### config.mk
export PLATFORM = sky130hd
export DESIGN_NAME = polygon_rect_clipper_flat
export DESIGN_NICKNAME = d
export VERILOG_FILES = /design/src/sv/prc_pkg.sv /design/src/sv/prc_ifs.sv /design/src/sv/prc_muldiv.sv /design/src/sv/polygon_rect_clipper.sv /design/src/flat_wrapper.sv
export SDC_FILE = /design/constraint.sdc
export NUM_CORES = 2
export LEC_CHECK = 0
export ABC_AREA = 1
export BUFFER_PORTS_ARGS = -buffer_cell sky130_fd_sc_hd__buf_2
export CAP_MARGIN = 10
export CELL_PAD_IN_SITES_DETAIL_PLACEMENT = 1
export CELL_PAD_IN_SITES_GLOBAL_PLACEMENT = 2
export CORE_MARGIN = 5
export CORE_UTILIZATION = 25
export CTS_CLUSTER_DIAMETER = 50
export DETAILED_ROUTE_END_ITERATION = 10
export GPL_ROUTABILITY_DRIVEN = 0
export PLACE_DENSITY = 0.57
export SLEW_MARGIN = 20
export SYNTH_ARGS = -nofsm -noshare
export SYNTH_HDL_FRONTEND = slang
export SYNTH_SLANG_ARGS = --single-unit
### constraint.sdc
create_clock -name clk -period 12.12 [get_ports clk]
set_clock_uncertainty 0.1 [all_clocks]
set_input_delay 2.424 -clock clk [delete_from_list [all_inputs] [get_ports clk]]
set_output_delay 2.424 -clock clk [all_outputs]
set_load 0.02 [all_outputs]
### src/sv/prc_pkg.sv
// Shared types, constants and helpers for the polygon rectangle clipper.
package prc_pkg;

  localparam int COORD_WIDTH = 32;
  localparam int CW          = COORD_WIDTH;
  localparam int CNT_W       = $clog2(CW);
  localparam int NSTAGE      = 4;
  localparam int NLVL        = NSTAGE + 1;
  localparam int LVL_W       = $clog2(NLVL);
  localparam int STG_W       = $clog2(NSTAGE);
  localparam int ADDR_W      = STG_W + 2;
  localparam int DATA_W      = 32;

  localparam logic [STG_W-1:0] REG_LEFT   = STG_W'(0);
  localparam logic [STG_W-1:0] REG_RIGHT  = STG_W'(1);
  localparam logic [STG_W-1:0] REG_BOTTOM = STG_W'(2);
  localparam logic [STG_W-1:0] REG_TOP    = STG_W'(3);

  typedef logic signed [CW-1:0] coord_t;
  typedef logic        [CW-1:0] mag_t;
  typedef logic signed [CW:0]   diff_t;

  typedef struct packed {
    logic   start;
    logic   neg;
    mag_t   a;
    mag_t   b;
    mag_t   den;
    coord_t o0;
  } mdu_req_t;

  typedef struct packed {
    logic   done;
    coord_t res;
  } mdu_rsp_t;

  function automatic mag_t mag_of(input diff_t v);
    diff_t n;
    n = v[CW] ? (~v + diff_t'(1)) : v;
    return n[CW-1:0];
  endfunction

endpackage

### src/sv/prc_ifs.sv
// Valid/ready channel interfaces for vertices in and clipped vertices out.
interface prc_in_if import prc_pkg::*; ();
  logic   valid;
  logic   ready;
  coord_t px;
  coord_t py;
  logic   end_of_contour;
  modport source (output valid, px, py, end_of_contour, input ready);
  modport sink   (input valid, px, py, end_of_contour, output ready);
endinterface

interface prc_out_if import prc_pkg::*; ();
  logic   valid;
  logic   ready;
  coord_t qx;
  coord_t qy;
  logic   is_vertex;
  logic   last_of_contour;
  modport source (output valid, qx, qy, is_vertex, last_of_contour, input ready);
  modport sink   (input valid, qx, qy, is_vertex, last_of_contour, output ready);
endinterface

### src/sv/prc_muldiv.sv
// Bit-serial multiply then restoring divide: o0 +/- trunc(a*b/den).
module prc_muldiv import prc_pkg::*; (
  input  logic     clk,
  input  logic     rst_n,
  input  mdu_req_t req,
  output mdu_rsp_t rsp
);

  localparam logic [1:0] PH_IDLE = 2'd0;
  localparam logic [1:0] PH_MUL  = 2'd1;
  localparam logic [1:0] PH_DIV  = 2'd2;
  localparam logic [1:0] PH_FIN  = 2'd3;

  logic [1:0]      ph_r, ph_nxt;
  logic [CNT_W-1:0] cnt_r, cnt_nxt;
  logic [2*CW-1:0] acc_r, acc_nxt;
  mag_t            a_r, a_nxt, bm_r, bm_nxt, den_r, den_nxt;
  logic            neg_r, neg_nxt;
  coord_t          o0_r, o0_nxt;
  logic [CW+1:0]   trial;
  mag_t            q;

  assign q     = acc_r[CW-1:0];
  assign trial = {1'b0, acc_r[2*CW-1:CW], acc_r[CW-1]} - {2'b00, den_r};

  always_comb begin
    ph_nxt  = ph_r;
    cnt_nxt = cnt_r;
    acc_nxt = acc_r;
    a_nxt   = a_r;
    bm_nxt  = bm_r;
    den_nxt = den_r;
    neg_nxt = neg_r;
    o0_nxt  = o0_r;
    case (ph_r)
      PH_IDLE: begin
        if (req.start) begin
          acc_nxt = '0;
          a_nxt   = req.a;
          bm_nxt  = req.b;
          den_nxt = req.den;
          neg_nxt = req.neg;
          o0_nxt  = req.o0;
          cnt_nxt = '0;
          ph_nxt  = PH_MUL;
        end
      end
      PH_MUL: begin
        acc_nxt = {acc_r[2*CW-2:0], 1'b0} + (bm_r[CW-1] ? {{CW{1'b0}}, a_r} : '0);
        bm_nxt  = {bm_r[CW-2:0], 1'b0};
        cnt_nxt = cnt_r + CNT_W'(1);
        if (cnt_r == CNT_W'(CW-1)) begin
          cnt_nxt = '0;
          ph_nxt  = PH_DIV;
        end
      end
      PH_DIV: begin
        // The partial remainder always stays below the divisor.
        if (!trial[CW+1]) begin
          acc_nxt = {trial[CW-1:0], acc_r[CW-2:0], 1'b1};
        end else begin
          acc_nxt = {acc_r[2*CW-2:0], 1'b0};
        end
        cnt_nxt = cnt_r + CNT_W'(1);
        if (cnt_r == CNT_W'(CW-1)) begin
          ph_nxt = PH_FIN;
        end
      end
      default: begin
        ph_nxt = PH_IDLE;
      end
    endcase
  end

  always_ff @(posedge clk) begin
    if (!rst_n) begin
      ph_r  <= PH_IDLE;
      cnt_r <= '0;
    end else begin
      ph_r  <= ph_nxt;
      cnt_r <= cnt_nxt;
    end
    acc_r <= acc_nxt;
    a_r   <= a_nxt;
    bm_r  <= bm_nxt;
    den_r <= den_nxt;
    neg_r <= neg_nxt;
    o0_r  <= o0_nxt;
  end

  assign rsp.done = (ph_r == PH_FIN);
  assign rsp.res  = neg_r ? (o0_r - coord_t'(q)) : (o0_r + coord_t'(q));

endmodule

### src/sv/polygon_rect_clipper.sv
// Top level of the polygon rectangle clipper: sequencer, stage state and ports.
//
// Vertices of one contour enter on in_vtx in order; end_of_contour marks the
// last one. Clipped vertices leave on out_vtx; last_of_contour marks the final
// result of a contour, and a contour that clips away entirely yields a single
// transaction with is_vertex low. The four clip bounds are written over the
// APB port (left, right, bottom, top at byte addresses 0, 4, 8, 12); the user
// must write them only while the block is idle, which the block does not
// enforce; reads return the current values. One vertex is handled at a time:
// in_vtx.ready is high only while idle. Each boundary crossing is computed in
// the shared bit-serial multiply/divide unit, which sets the rate.
// Each output transaction is held in the output register until taken; a
// stalled receiver simply halts the sequencer. Synchronous reset clears the
// bounds to the widest rectangle and forgets any partly received contour.
module polygon_rect_clipper import prc_pkg::*; (
  input  logic              clk,
  input  logic              rst_n,
  prc_in_if.sink            in_vtx,
  prc_out_if.source         out_vtx,
  input  logic              psel,
  input  logic              penable,
  input  logic              pwrite,
  input  logic [ADDR_W-1:0] paddr,
  input  logic [DATA_W-1:0] pwdata,
  output logic [DATA_W-1:0] prdata,
  output logic              pready
);

  localparam logic [2:0] ST_IDLE = 3'd0;
  localparam logic [2:0] ST_SCAN = 3'd1;
  localparam logic [2:0] ST_EDGE = 3'd2;
  localparam logic [2:0] ST_WAIT = 3'd3;
  localparam logic [2:0] ST_EMIT = 3'd4;

  logic [2:0] state_r, state_nxt;

  coord_t clip_r [NSTAGE];

  coord_t buf_x_r [NLVL][2], buf_x_nxt [NLVL][2];
  coord_t buf_y_r [NLVL][2], buf_y_nxt [NLVL][2];
  logic [1:0] cnt_r [NLVL], cnt_nxt [NLVL];
  logic [1:0] idx_r [NLVL], idx_nxt [NLVL];

  coord_t first_x_r [NSTAGE], first_x_nxt [NSTAGE];
  coord_t first_y_r [NSTAGE], first_y_nxt [NSTAGE];
  coord_t prev_x_r [NSTAGE], prev_x_nxt [NSTAGE];
  coord_t prev_y_r [NSTAGE], prev_y_nxt [NSTAGE];
  logic [NSTAGE-1:0] started_r, started_nxt;

  logic [STG_W-1:0] el_r, el_nxt;
  coord_t x0_r, x0_nxt, y0_r, y0_nxt, x1_r, x1_nxt, y1_r, y1_nxt;
  logic slot_r, slot_nxt;
  logic [LVL_W-1:0] close_r, close_nxt;
  logic last_r, last_nxt, final_r, final_nxt;
  coord_t hold_x_r, hold_x_nxt, hold_y_r, hold_y_nxt;
  logic hold_v_r, hold_v_nxt;

  logic out_valid_r, out_valid_nxt;
  coord_t qx_r, qx_nxt, qy_r, qy_nxt;
  logic isv_r, isv_nxt, lst_r, lst_nxt;

  logic found;
  logic [LVL_W-1:0] sel;
  logic [STG_W-1:0] sel_stg, cls_stg;
  logic [LVL_W-1:0] el_next;
  coord_t vx, vy, bound, c0, c1, o0, o1;
  logic i0, i1;
  diff_t d, t, sp;
  mdu_req_t req;
  mdu_rsp_t rsp;

  prc_muldiv u_muldiv (
    .clk   (clk),
    .rst_n (rst_n),
    .req   (req),
    .rsp   (rsp)
  );

  // Deepest level with a vertex waiting is served first, which keeps order.
  always_comb begin
    found = 1'b0;
    sel   = '0;
    for (int l = 0; l < NLVL; l++) begin
      if (idx_r[l] < cnt_r[l]) begin
        found = 1'b1;
        sel   = LVL_W'(l);
      end
    end
  end

  assign sel_stg = sel[STG_W-1:0];
  assign cls_stg = close_r[STG_W-1:0];
  assign el_next = LVL_W'(el_r) + LVL_W'(1);
  assign vx      = buf_x_r[sel][idx_r[sel][0]];
  assign vy      = buf_y_r[sel][idx_r[sel][0]];

  // Edge geometry for the stage in el_r: c is the tested axis, o the other.
  assign bound = clip_r[el_r];
  assign c0    = el_r[1] ? y0_r : x0_r;
  assign c1    = el_r[1] ? y1_r : x1_r;
  assign o0    = el_r[1] ? x0_r : y0_r;
  assign o1    = el_r[1] ? x1_r : y1_r;
  assign i0    = el_r[0] ? (c0 <= bound) : (c0 >= bound);
  assign i1    = el_r[0] ? (c1 <= bound) : (c1 >= bound);
  assign d     = diff_t'(o1) - diff_t'(o0);
  assign t     = diff_t'(bound) - diff_t'(c0);
  assign sp    = diff_t'(c1) - diff_t'(c0);

  assign req.start = (state_r == ST_EDGE) && (i0 != i1);
  assign req.neg   = d[CW] ^ t[CW] ^ sp[CW];
  assign req.a     = mag_of(d);
  assign req.b     = mag_of(t);
  assign req.den   = mag_of(sp);
  assign req.o0    = o0;

  always_comb begin
    state_nxt   = state_r;
    buf_x_nxt   = buf_x_r;
    buf_y_nxt   = buf_y_r;
    cnt_nxt     = cnt_r;
    idx_nxt     = idx_r;
    first_x_nxt = first_x_r;
    first_y_nxt = first_y_r;
    prev_x_nxt  = prev_x_r;
    prev_y_nxt  = prev_y_r;
    started_nxt = started_r;
    el_nxt      = el_r;
    x0_nxt      = x0_r;
    y0_nxt      = y0_r;
    x1_nxt      = x1_r;
    y1_nxt      = y1_r;
    slot_nxt    = slot_r;
    close_nxt   = close_r;
    last_nxt    = last_r;
    final_nxt   = final_r;
    hold_x_nxt  = hold_x_r;
    hold_y_nxt  = hold_y_r;
    hold_v_nxt  = hold_v_r;
    out_valid_nxt = out_valid_r;
    qx_nxt      = qx_r;
    qy_nxt      = qy_r;
    isv_nxt     = isv_r;
    lst_nxt     = lst_r;
    case (state_r)
      ST_IDLE: begin
        if (in_vtx.valid) begin
          buf_x_nxt[0][0] = in_vtx.px;
          buf_y_nxt[0][0] = in_vtx.py;
          cnt_nxt[0]      = 2'd1;
          idx_nxt[0]      = 2'd0;
          last_nxt        = in_vtx.end_of_contour;
          close_nxt       = '0;
          state_nxt       = ST_SCAN;
        end
      end
      ST_SCAN: begin
        if (found) begin
          idx_nxt[sel] = idx_r[sel] + 2'd1;
          if (sel == LVL_W'(NSTAGE)) begin
            hold_x_nxt = vx;
            hold_y_nxt = vy;
            hold_v_nxt = 1'b1;
            if (hold_v_r) begin
              qx_nxt        = hold_x_r;
              qy_nxt        = hold_y_r;
              isv_nxt       = 1'b1;
              lst_nxt       = 1'b0;
              final_nxt     = 1'b0;
              out_valid_nxt = 1'b1;
              state_nxt     = ST_EMIT;
            end
          end else begin
            prev_x_nxt[sel_stg] = vx;
            prev_y_nxt[sel_stg] = vy;
            if (!started_r[sel_stg]) begin
              first_x_nxt[sel_stg] = vx;
              first_y_nxt[sel_stg] = vy;
              started_nxt[sel_stg] = 1'b1;
            end else begin
              el_nxt    = sel_stg;
              x0_nxt    = prev_x_r[sel_stg];
              y0_nxt    = prev_y_r[sel_stg];
              x1_nxt    = vx;
              y1_nxt    = vy;
              state_nxt = ST_EDGE;
            end
          end
        end else if (last_r && (close_r != LVL_W'(NSTAGE))) begin
          // Close the contour in one stage once everything above it has drained.
          close_nxt            = close_r + LVL_W'(1);
          started_nxt[cls_stg] = 1'b0;
          if (started_r[cls_stg]) begin
            el_nxt    = cls_stg;
            x0_nxt    = prev_x_r[cls_stg];
            y0_nxt    = prev_y_r[cls_stg];
            x1_nxt    = first_x_r[cls_stg];
            y1_nxt    = first_y_r[cls_stg];
            state_nxt = ST_EDGE;
          end
        end else if (last_r) begin
          qx_nxt        = hold_v_r ? hold_x_r : '0;
          qy_nxt        = hold_v_r ? hold_y_r : '0;
          isv_nxt       = hold_v_r;
          lst_nxt       = 1'b1;
          hold_v_nxt    = 1'b0;
          final_nxt     = 1'b1;
          out_valid_nxt = 1'b1;
          state_nxt     = ST_EMIT;
        end else begin
          state_nxt = ST_IDLE;
        end
      end
      ST_EDGE: begin
        cnt_nxt[el_next] = {1'b0, i0} + {1'b0, (i0 != i1)};
        idx_nxt[el_next] = 2'd0;
        buf_x_nxt[el_next][0] = x0_r;
        buf_y_nxt[el_next][0] = y0_r;
        slot_nxt  = i0;
        state_nxt = (i0 != i1) ? ST_WAIT : ST_SCAN;
      end
      ST_WAIT: begin
        if (rsp.done) begin
          buf_x_nxt[el_next][slot_r] = el_r[1] ? rsp.res : bound;
          buf_y_nxt[el_next][slot_r] = el_r[1] ? bound : rsp.res;
          state_nxt = ST_SCAN;
        end
      end
      ST_EMIT: begin
        if (out_vtx.ready) begin
          out_valid_nxt = 1'b0;
          state_nxt     = final_r ? ST_IDLE : ST_SCAN;
        end
      end
      default: begin
        state_nxt = ST_IDLE;
      end
    endcase
  end

  always_ff @(posedge clk) begin
    if (!rst_n) begin
      state_r     <= ST_IDLE;
      started_r   <= '0;
      hold_v_r    <= 1'b0;
      out_valid_r <= 1'b0;
      last_r      <= 1'b0;
      final_r     <= 1'b0;
      close_r     <= '0;
      for (int l = 0; l < NLVL; l++) begin
        cnt_r[l] <= 2'd0;
        idx_r[l] <= 2'd0;
      end
    end else begin
      state_r     <= state_nxt;
      started_r   <= started_nxt;
      hold_v_r    <= hold_v_nxt;
      out_valid_r <= out_valid_nxt;
      last_r      <= last_nxt;
      final_r     <= final_nxt;
      close_r     <= close_nxt;
      cnt_r       <= cnt_nxt;
      idx_r       <= idx_nxt;
    end
    buf_x_r   <= buf_x_nxt;
    buf_y_r   <= buf_y_nxt;
    first_x_r <= first_x_nxt;
    first_y_r <= first_y_nxt;
    prev_x_r  <= prev_x_nxt;
    prev_y_r  <= prev_y_nxt;
    el_r      <= el_nxt;
    x0_r      <= x0_nxt;
    y0_r      <= y0_nxt;
    x1_r      <= x1_nxt;
    y1_r      <= y1_nxt;
    slot_r    <= slot_nxt;
    hold_x_r  <= hold_x_nxt;
    hold_y_r  <= hold_y_nxt;
    qx_r      <= qx_nxt;
    qy_r      <= qy_nxt;
    isv_r     <= isv_nxt;
    lst_r     <= lst_nxt;
  end

  // Clip bounds, written through the APB port.
  always_ff @(posedge clk) begin
    if (!rst_n) begin
      clip_r[REG_LEFT]   <= {1'b1, {(CW-1){1'b0}}};
      clip_r[REG_RIGHT]  <= {1'b0, {(CW-1){1'b1}}};
      clip_r[REG_BOTTOM] <= {1'b1, {(CW-1){1'b0}}};
      clip_r[REG_TOP]    <= {1'b0, {(CW-1){1'b1}}};
    end else if (psel && penable && pwrite && pready) begin
      clip_r[paddr[ADDR_W-1:2]] <= pwdata[CW-1:0];
    end
  end

  assign prdata = DATA_W'(clip_r[paddr[ADDR_W-1:2]]);
  assign pready = 1'b1;

  assign in_vtx.ready            = (state_r == ST_IDLE);
  assign out_vtx.valid           = out_valid_r;
  assign out_vtx.qx              = qx_r;
  assign out_vtx.qy              = qy_r;
  assign out_vtx.is_vertex       = isv_r;
  assign out_vtx.last_of_contour = lst_r;

endmodule

### src/flat_wrapper.sv
// flat-port wrapper written by rule: the top's interface ports become plain ports
module polygon_rect_clipper_flat import prc_pkg::*;
  (clk, rst_n, psel, penable, pwrite, paddr, pwdata, prdata, pready, in_vtx_valid, in_vtx_px, in_vtx_py, in_vtx_end_of_contour, in_vtx_ready, out_vtx_valid, out_vtx_qx, out_vtx_qy, out_vtx_is_vertex, out_vtx_last_of_contour, out_vtx_ready);
  prc_in_if in_vtx_i ();
  prc_out_if out_vtx_i ();
  input  logic clk;
  input  logic rst_n;
  input  logic psel;
  input  logic penable;
  input  logic pwrite;
  input  logic [ADDR_W-1:0] paddr;
  input  logic [DATA_W-1:0] pwdata;
  output logic [DATA_W-1:0] prdata;
  output logic pready;
  input wire logic [$bits(in_vtx_i.valid)-1:0] in_vtx_valid;
  input wire logic [$bits(in_vtx_i.px)-1:0] in_vtx_px;
  input wire logic [$bits(in_vtx_i.py)-1:0] in_vtx_py;
  input wire logic [$bits(in_vtx_i.end_of_contour)-1:0] in_vtx_end_of_contour;
  output wire logic [$bits(in_vtx_i.ready)-1:0] in_vtx_ready;
  output wire logic [$bits(out_vtx_i.valid)-1:0] out_vtx_valid;
  output wire logic [$bits(out_vtx_i.qx)-1:0] out_vtx_qx;
  output wire logic [$bits(out_vtx_i.qy)-1:0] out_vtx_qy;
  output wire logic [$bits(out_vtx_i.is_vertex)-1:0] out_vtx_is_vertex;
  output wire logic [$bits(out_vtx_i.last_of_contour)-1:0] out_vtx_last_of_contour;
  input wire logic [$bits(out_vtx_i.ready)-1:0] out_vtx_ready;
  assign in_vtx_i.valid = in_vtx_valid;
  assign in_vtx_i.px = in_vtx_px;
  assign in_vtx_i.py = in_vtx_py;
  assign in_vtx_i.end_of_contour = in_vtx_end_of_contour;
  assign in_vtx_ready = in_vtx_i.ready;
  assign out_vtx_valid = out_vtx_i.valid;
  assign out_vtx_qx = out_vtx_i.qx;
  assign out_vtx_qy = out_vtx_i.qy;
  assign out_vtx_is_vertex = out_vtx_i.is_vertex;
  assign out_vtx_last_of_contour = out_vtx_i.last_of_contour;
  assign out_vtx_i.ready = out_vtx_ready;
  polygon_rect_clipper u_core (.clk(clk), .rst_n(rst_n), .in_vtx(in_vtx_i), .out_vtx(out_vtx_i), .psel(psel), .penable(penable), .pwrite(pwrite), .paddr(paddr), .pwdata(pwdata), .prdata(prdata), .pready(pready));
endmodule
* Word level (Yosys, flattened, before mapping)
Memories as Yosys holds them, arrays and structs flattened. A register that Yosys moved wholly into a read port is not among the register bits. Cells that the tools add are included.
Cells by class: add/subtract/negate cells 15, $lt $le $gt $ge 23, eq/ne operators 33, multiplexer cells 194, bitwise operators 18, reductions and logical operators 45
Operators with widths (count):
- 2-to-1 mux 32 bit | 67
- bitwise mux 320 bit | 4
- one-hot mux 288 bit (2 select lines) | 2
- 2-to-1 mux 320 bit | 2
- bitwise mux 128 bit | 4
- 2-to-1 mux 64 bit | 8
- binary-select mux 32 bit (select 2 bit) | 6
- binary-select mux 64 bit (select 3 bit) | 2
- demux 64 bit (select 3 bit) | 2
- one-hot mux 32 bit (3 select lines) | 2
- one-hot mux 64 bit (3 select lines) | 1
- subtractor 32 x 32 -> 33 bit | 3
- adder 32 x 2 -> 32 bit (second input constant) | 3
- NOT 32 bit | 3
- adder 64 x 32 -> 64 bit | 1
- demux 32 bit (select 2 bit) | 1
- >= comparator 32 bit | 2
- less-or-equal comparator 32 bit | 2
- one-hot mux 32 bit (2 select lines) | 1
- 2-to-1 mux 3 bit | 14
- 2-to-1 mux 2 bit | 19
- 2-to-1 mux 1 bit | 34
- subtractor 33 x 32 -> 34 bit | 1
- adder 32 bit | 1
- other kinds (66) | 143
Word-level totals: register bits after elaboration 1647, bits in writable memories 128, input bits 108, output and inout bits 101, memories kept 1
Memories:
- u_core.clip_r | depth 4, bits a word 32, rd ports 2, clocked after memory_dff 1, write ports 4, RTL line polygon_rect_clipper.sv:37 | coord_t clip_r [NSTAGE];

* Depth between registers and ports, before layout
depth in word-level cells 16, depth in mapped cells 28, mapped depth without buffers 26

* Modules after synthesis
From an unflattened synthesis, not the netlist that was laid out.
Second synthesis, totals: cell total of the unflattened synthesis 10946, area, all modules 96501.3 µm²
By module, submodules not included:
- polygon_rect_clipper | times used 1, cells an instance 8450, area each 79637.6 µm², sequential area each 46995.1 µm²
- prc_muldiv | times used 1, cells an instance 2496, area each 16863.7 µm², sequential area each 5935.7 µm²

* Worst setup path after synthesis
Ideal clock, no wire load.
path type register -> register, start register u_core.el_r[1], end register u_core.u_muldiv.a_r[0], enable pin, setup time 0.672 ns, arrival 10.105 ns, path slack 1.243 ns, cell stages (with the launch flop) 20, path buffers 4, path through edfxtp_1 clkbuf_1 clkbuf_1 clkbuf_1 clkbuf_1 o21ai_0 ha_1 nand2_1 nor2_1 nand2_1 nand3_1 nand2_1 nand2_1 nand2_1 nand2_1 a21oi_1 xor2_1 nand2_1 ha_1 nor3_1
Between the ends: cells in the longest elaborated chain, start to end 6, elaborated cells on any way between the ends 11
Ends and longest elaborated chain:
- start: declaration | RTL line polygon_rect_clipper.sv:50 | logic [STG_W-1:0] el_r, el_nxt;
- start signal: assignment | RTL line polygon_rect_clipper.sv:270 | el_r <= el_nxt;
- 2-to-1 mux 32 bit (*) | RTL line polygon_rect_clipper.sv:99 | assign c0 = el_r[1] ? y0_r : x0_r;
- >= comparator 32 bit or less-or-equal comparator 32 bit (tied branches) | RTL line polygon_rect_clipper.sv:103 | assign i0 = el_r[0] ? (c0 <= bound) : (c0 >= bound);
- 2-to-1 mux 1 bit (*) | RTL line polygon_rect_clipper.sv:103
- named net u_core.i0 | RTL line polygon_rect_clipper.sv:67 | logic i0, i1;
- != test 1 bit (*) | RTL line polygon_rect_clipper.sv:109 | assign req.start = (state_r == ST_EDGE) && (i0 != i1);
- logical AND 1 bit (*) | RTL line polygon_rect_clipper.sv:109
- AND reduction 2 bit (no source line) (*)
- end signal: assignment | RTL line prc_muldiv.sv:84 | a_r <= a_nxt;
- end: declaration | RTL line prc_muldiv.sv:17 | mag_t a_r, a_nxt, bm_r, bm_nxt, den_r, den_nxt;
The timed path passes the listed nets; every way through them passes the cells marked *. A chain may end at the register's enable or synchronous reset.

==> results.tsv <==
metric	value	unit
Cell variety after synth	62	
TritonRoute pass-1 iters	5	
vias	81700	
CTS clock-pin slew for the worst setup and hold paths	0.05	ns
H-tree Lvls	5	
CP peak stage delay	0.90	ns
initial antenna violation count	34	
share of cells above drive strength 1	0.102	
ANT nets after route	0	
TritonCTS Buffers	306	
Main synth FF type	edfxtp_1	
clock root buffer	clkbuf_16	
placed cell area	104000	um^2
Reg power frac	0.308	
Worst-Margin Slew	1.28	ns
CP arrival	8.34	ns
asr flop ratio synth	0	
Leak	0.0453	uW
Synth Cell Area	96100	um^2
die area	397000	um^2
critical path cell sequence	buf_4 -> nand2_1 -> a32oi_1 -> ha_1 -> nand2_1 -> inv_1 -> nand2_1 -> nand2_1 -> nand2_1 -> nand2_1 -> a21oi_1 -> nand2_1 -> a21oi_1 -> xor2_1 -> nand2_1 -> ha_1 -> o21ai_1 -> inv_1 -> a21oi_4 -> buf_4	
Post-CTS Resized	0	
Top-Level Pins	209	
Clock Latency Late Sink	0.92	ns
number of synthesized flops with an enable pin	1734	
IO Port Bufs	205	
Die Ht	630	um
sequential fraction of the synthesis area	0.551	
largest net degree at the start of global routing	212	
pwr dens	252	nW/um^2
Fill cells	44000	
setup TNS	0	ns
syn_area_per_cell	8.98	um^2
DRC violations left	0	
CP endpoint kind	flip-flop	
Max-Cap Viols	0	
CTS tree	yes	
# nets final	11500	
slowest CP cell	a32oi_1	
most frequent cells in the layout	2230 x nand2_1, 1734 x edfxtp_1, 1222 x inv_1	
design area	115000	um^2
Mapped Cells	10700	
Comb power frac	0.379	
slew margin rel.	0.143	
Initial Utilization	0.251	
Sw Share	0.417	
Final setup viols	0	
Synth Warn #	0	
Peak VDD IR	0.251	mV
WS Path Type	reg2reg	
GRT Total Usage	0.215	
worst-path maximum fanout	44	
GRT overflow	0	
outcome	complete, no violations	
1st-iter DRT viols	6352	
hold_buf cts	0	
FP Rows	227	
class of the worst hold path	reg2reg	
FMAX	0.126	GHz
wire per inst	27.0	um
Core Area	383000	um^2
Worst EP required	12.50	ns
commonest non-fill, non-tap cell in the layout	nand2_1	
Clk network pwr share	0.313	
DP HPWL	316000	um
endpoints failing hold	0	
Area Growth Syn to Fin	19.5	%
Post-Route WL	442000	um
fin crit share	0.657	
Critical Path Source Type	flip-flop	
number of clock sinks	1777	
Setup Fix Bufs, Post-CTS	0	
Top cell by count, worst path	nand2_1	
maximum clock insertion buffer count	4	
#FFs+latches synth	1777	
Tmin final	7.96	ns
Final Max Slew Viols	0	
RSZ-0062 raised after global routing	false	
vias per cell	4.98	
Psw	12100	uW
chip width	630	um
vias in the first global route	84500	
P_int	16900	uW
first-pass GRT wire length	622000	um
## cell type report
type	count	area, um^2	share of cell area
Antenna cell	9	22.5	0.000196
Clock buffer	333	7840	0.0683
Clock inverter	226	2770	0.0242
Inverter	1256	4750	0.0414
Multi-Input combinational cell	7297	37200	0.324
Sequential cell	1777	52900	0.461
Tap cell	5038	6300	0.0549
Timing Repair Buffer	459	3040	0.0264
## sequential cells by signal, summed over array words and instances (netlist names), 4 cells and up, named ones only
signal / count
u_core.x1_r: 32
u_core.x0_r: 32
u_core.clip_r: 128
u_core.u_muldiv.cnt_r: 5
u_core.first_x_r: 128
u_core.prev_y_r: 128
u_core.buf_y_r: 320
u_core.started_r: 4
u_core.u_muldiv.acc_r: 64
u_core.hold_y_r: 32
u_core.idx_r: 10
u_core.first_y_r: 128
u_core.cnt_r: 10
u_core.y0_r: 32
u_core.u_muldiv.bm_r: 32
u_core.buf_x_r: 320
u_core.u_muldiv.a_r: 32
u_core.u_muldiv.o0_r: 32
u_core.hold_x_r: 32
u_core.prev_x_r: 128
u_core.u_muldiv.den_r: 32
u_core.out_vtx.qx: 32
u_core.out_vtx.qy: 32
u_core.y1_r: 32
## final timing paths
check             cells past startpoint                         to  slack [ns]       startpoint
setup / recovery                     20  u_core.u_muldiv.acc_r[23]        4.16        flip-flop
hold / removal                        2            u_core.cnt_r[9]        0.35  u_core.cnt_r[9]
setup reg to reg                     20  u_core.u_muldiv.acc_r[23]        4.16        flip-flop
hold reg to reg                       2            u_core.cnt_r[9]        0.35  u_core.cnt_r[9]
## worst max-delay path: cells and delay by family (launching register included)
kind / cells / cell delay, ns
buffers and inverters: 4 / 1.40
DFF: 1 / 0.72
and+or+nand+nor: 8 / 1.19
AOI/OAI and AO/OA: 5 / 2.40
xor gates and xnor gates: 1 / 0.16
adders and majority gates: 2 / 1.38
## per-stage QoR
| stage | utilization | setup slack [ns] | cells | hold slack (ns) | total power [uW] |
|---|---|---|---|---|---|
| final | 0.300 | 4.16 | 16400 | 0.355 | 29000 |
| after global routing | 0.300 | 3.90 | 16400 | 0.385 | 30400 |
| after CTS | 0.300 | 4.14 | 16400 | 0.362 | 29400 |
| after detailed placement | 0.272 | 4.16 | 15800 | 0.354 | 20200 |
| after global placement | 0.272 | 4.21 | 15800 | 0.346 | 20000 |
| after floorplan | - | 1.24 | 10800 | 0.327 | 14500 |
## cells by family after synthesis
| logic type | Yosys count | synth area share |
|---|---|---|
| buf+inv | 1756 | 0.0704 |
| fa+ha+maj | 248 | 0.0328 |
| compound gates | 2497 | 0.143 |
| mux | 130 | 0.0144 |
| flops | 1777 | 0.551 |
| simple gates | 4137 | 0.174 |
| xor+xnor | 156 | 0.0148 |
| other cells | 2 | 0.0000782 |
## power groups by stage
stage	Sequential (uW)	Clock, uW	Combinational (uW)
2_1_floorplan	8880	0	5640
3_3_place_gp	9030	0	11000
3_5_place_dp	9050	0	11100
4_1_cts	8940	9270	11200
5_1_grt	8990	9550	11800
6_report	8920	9070	11000
## synthesized netlist by cell type, types with 16 or more instances
cell / count / area [um^2]
a21o_1: 23 / 173
mux2i_1: 66 / 661
mux2_2: 64 / 721
nand3b_1: 16 / 120
ha_1: 242 / 3030
a31oi_1: 19 / 119
edfxtp_1: 1734 / 52100
o22ai_1: 318 / 1990
nor3_1: 75 / 375
nand2_1: 2240 / 8410
a32oi_1: 28 / 245
o21ai_1: 61 / 305
nor2_1: 1190 / 4470
dfxtp_1: 43 / 861
o21bai_1: 19 / 143
nand4_1: 93 / 582
clkbuf_1: 363 / 1360
inv_1: 1239 / 4650
a21oi_1: 718 / 3590
a221oi_1: 68 / 596
o211ai_1: 77 / 578
buf_2: 88 / 440
nand2_2: 17 / 106
buf_1: 38 / 143
o21ai_0: 1120 / 5610
xnor2_1: 59 / 517
or2_2: 25 / 156
nor4_1: 21 / 131
nand3_1: 432 / 2160
xor2_1: 89 / 780
## layer usage
metal | up-vias | part of all wire | GRT usage
met4 | 10 | 0.043 | 0.0817
met2 | 2053 | 0.47 | 0.359
met3 | 573 | 0.047 | 0.0276
met1 | 41500 | 0.44 | 0.283
li1 | 37600 | - | -
met5 | - | 0.00016 | 0
(Power assumes the default switching activity.)
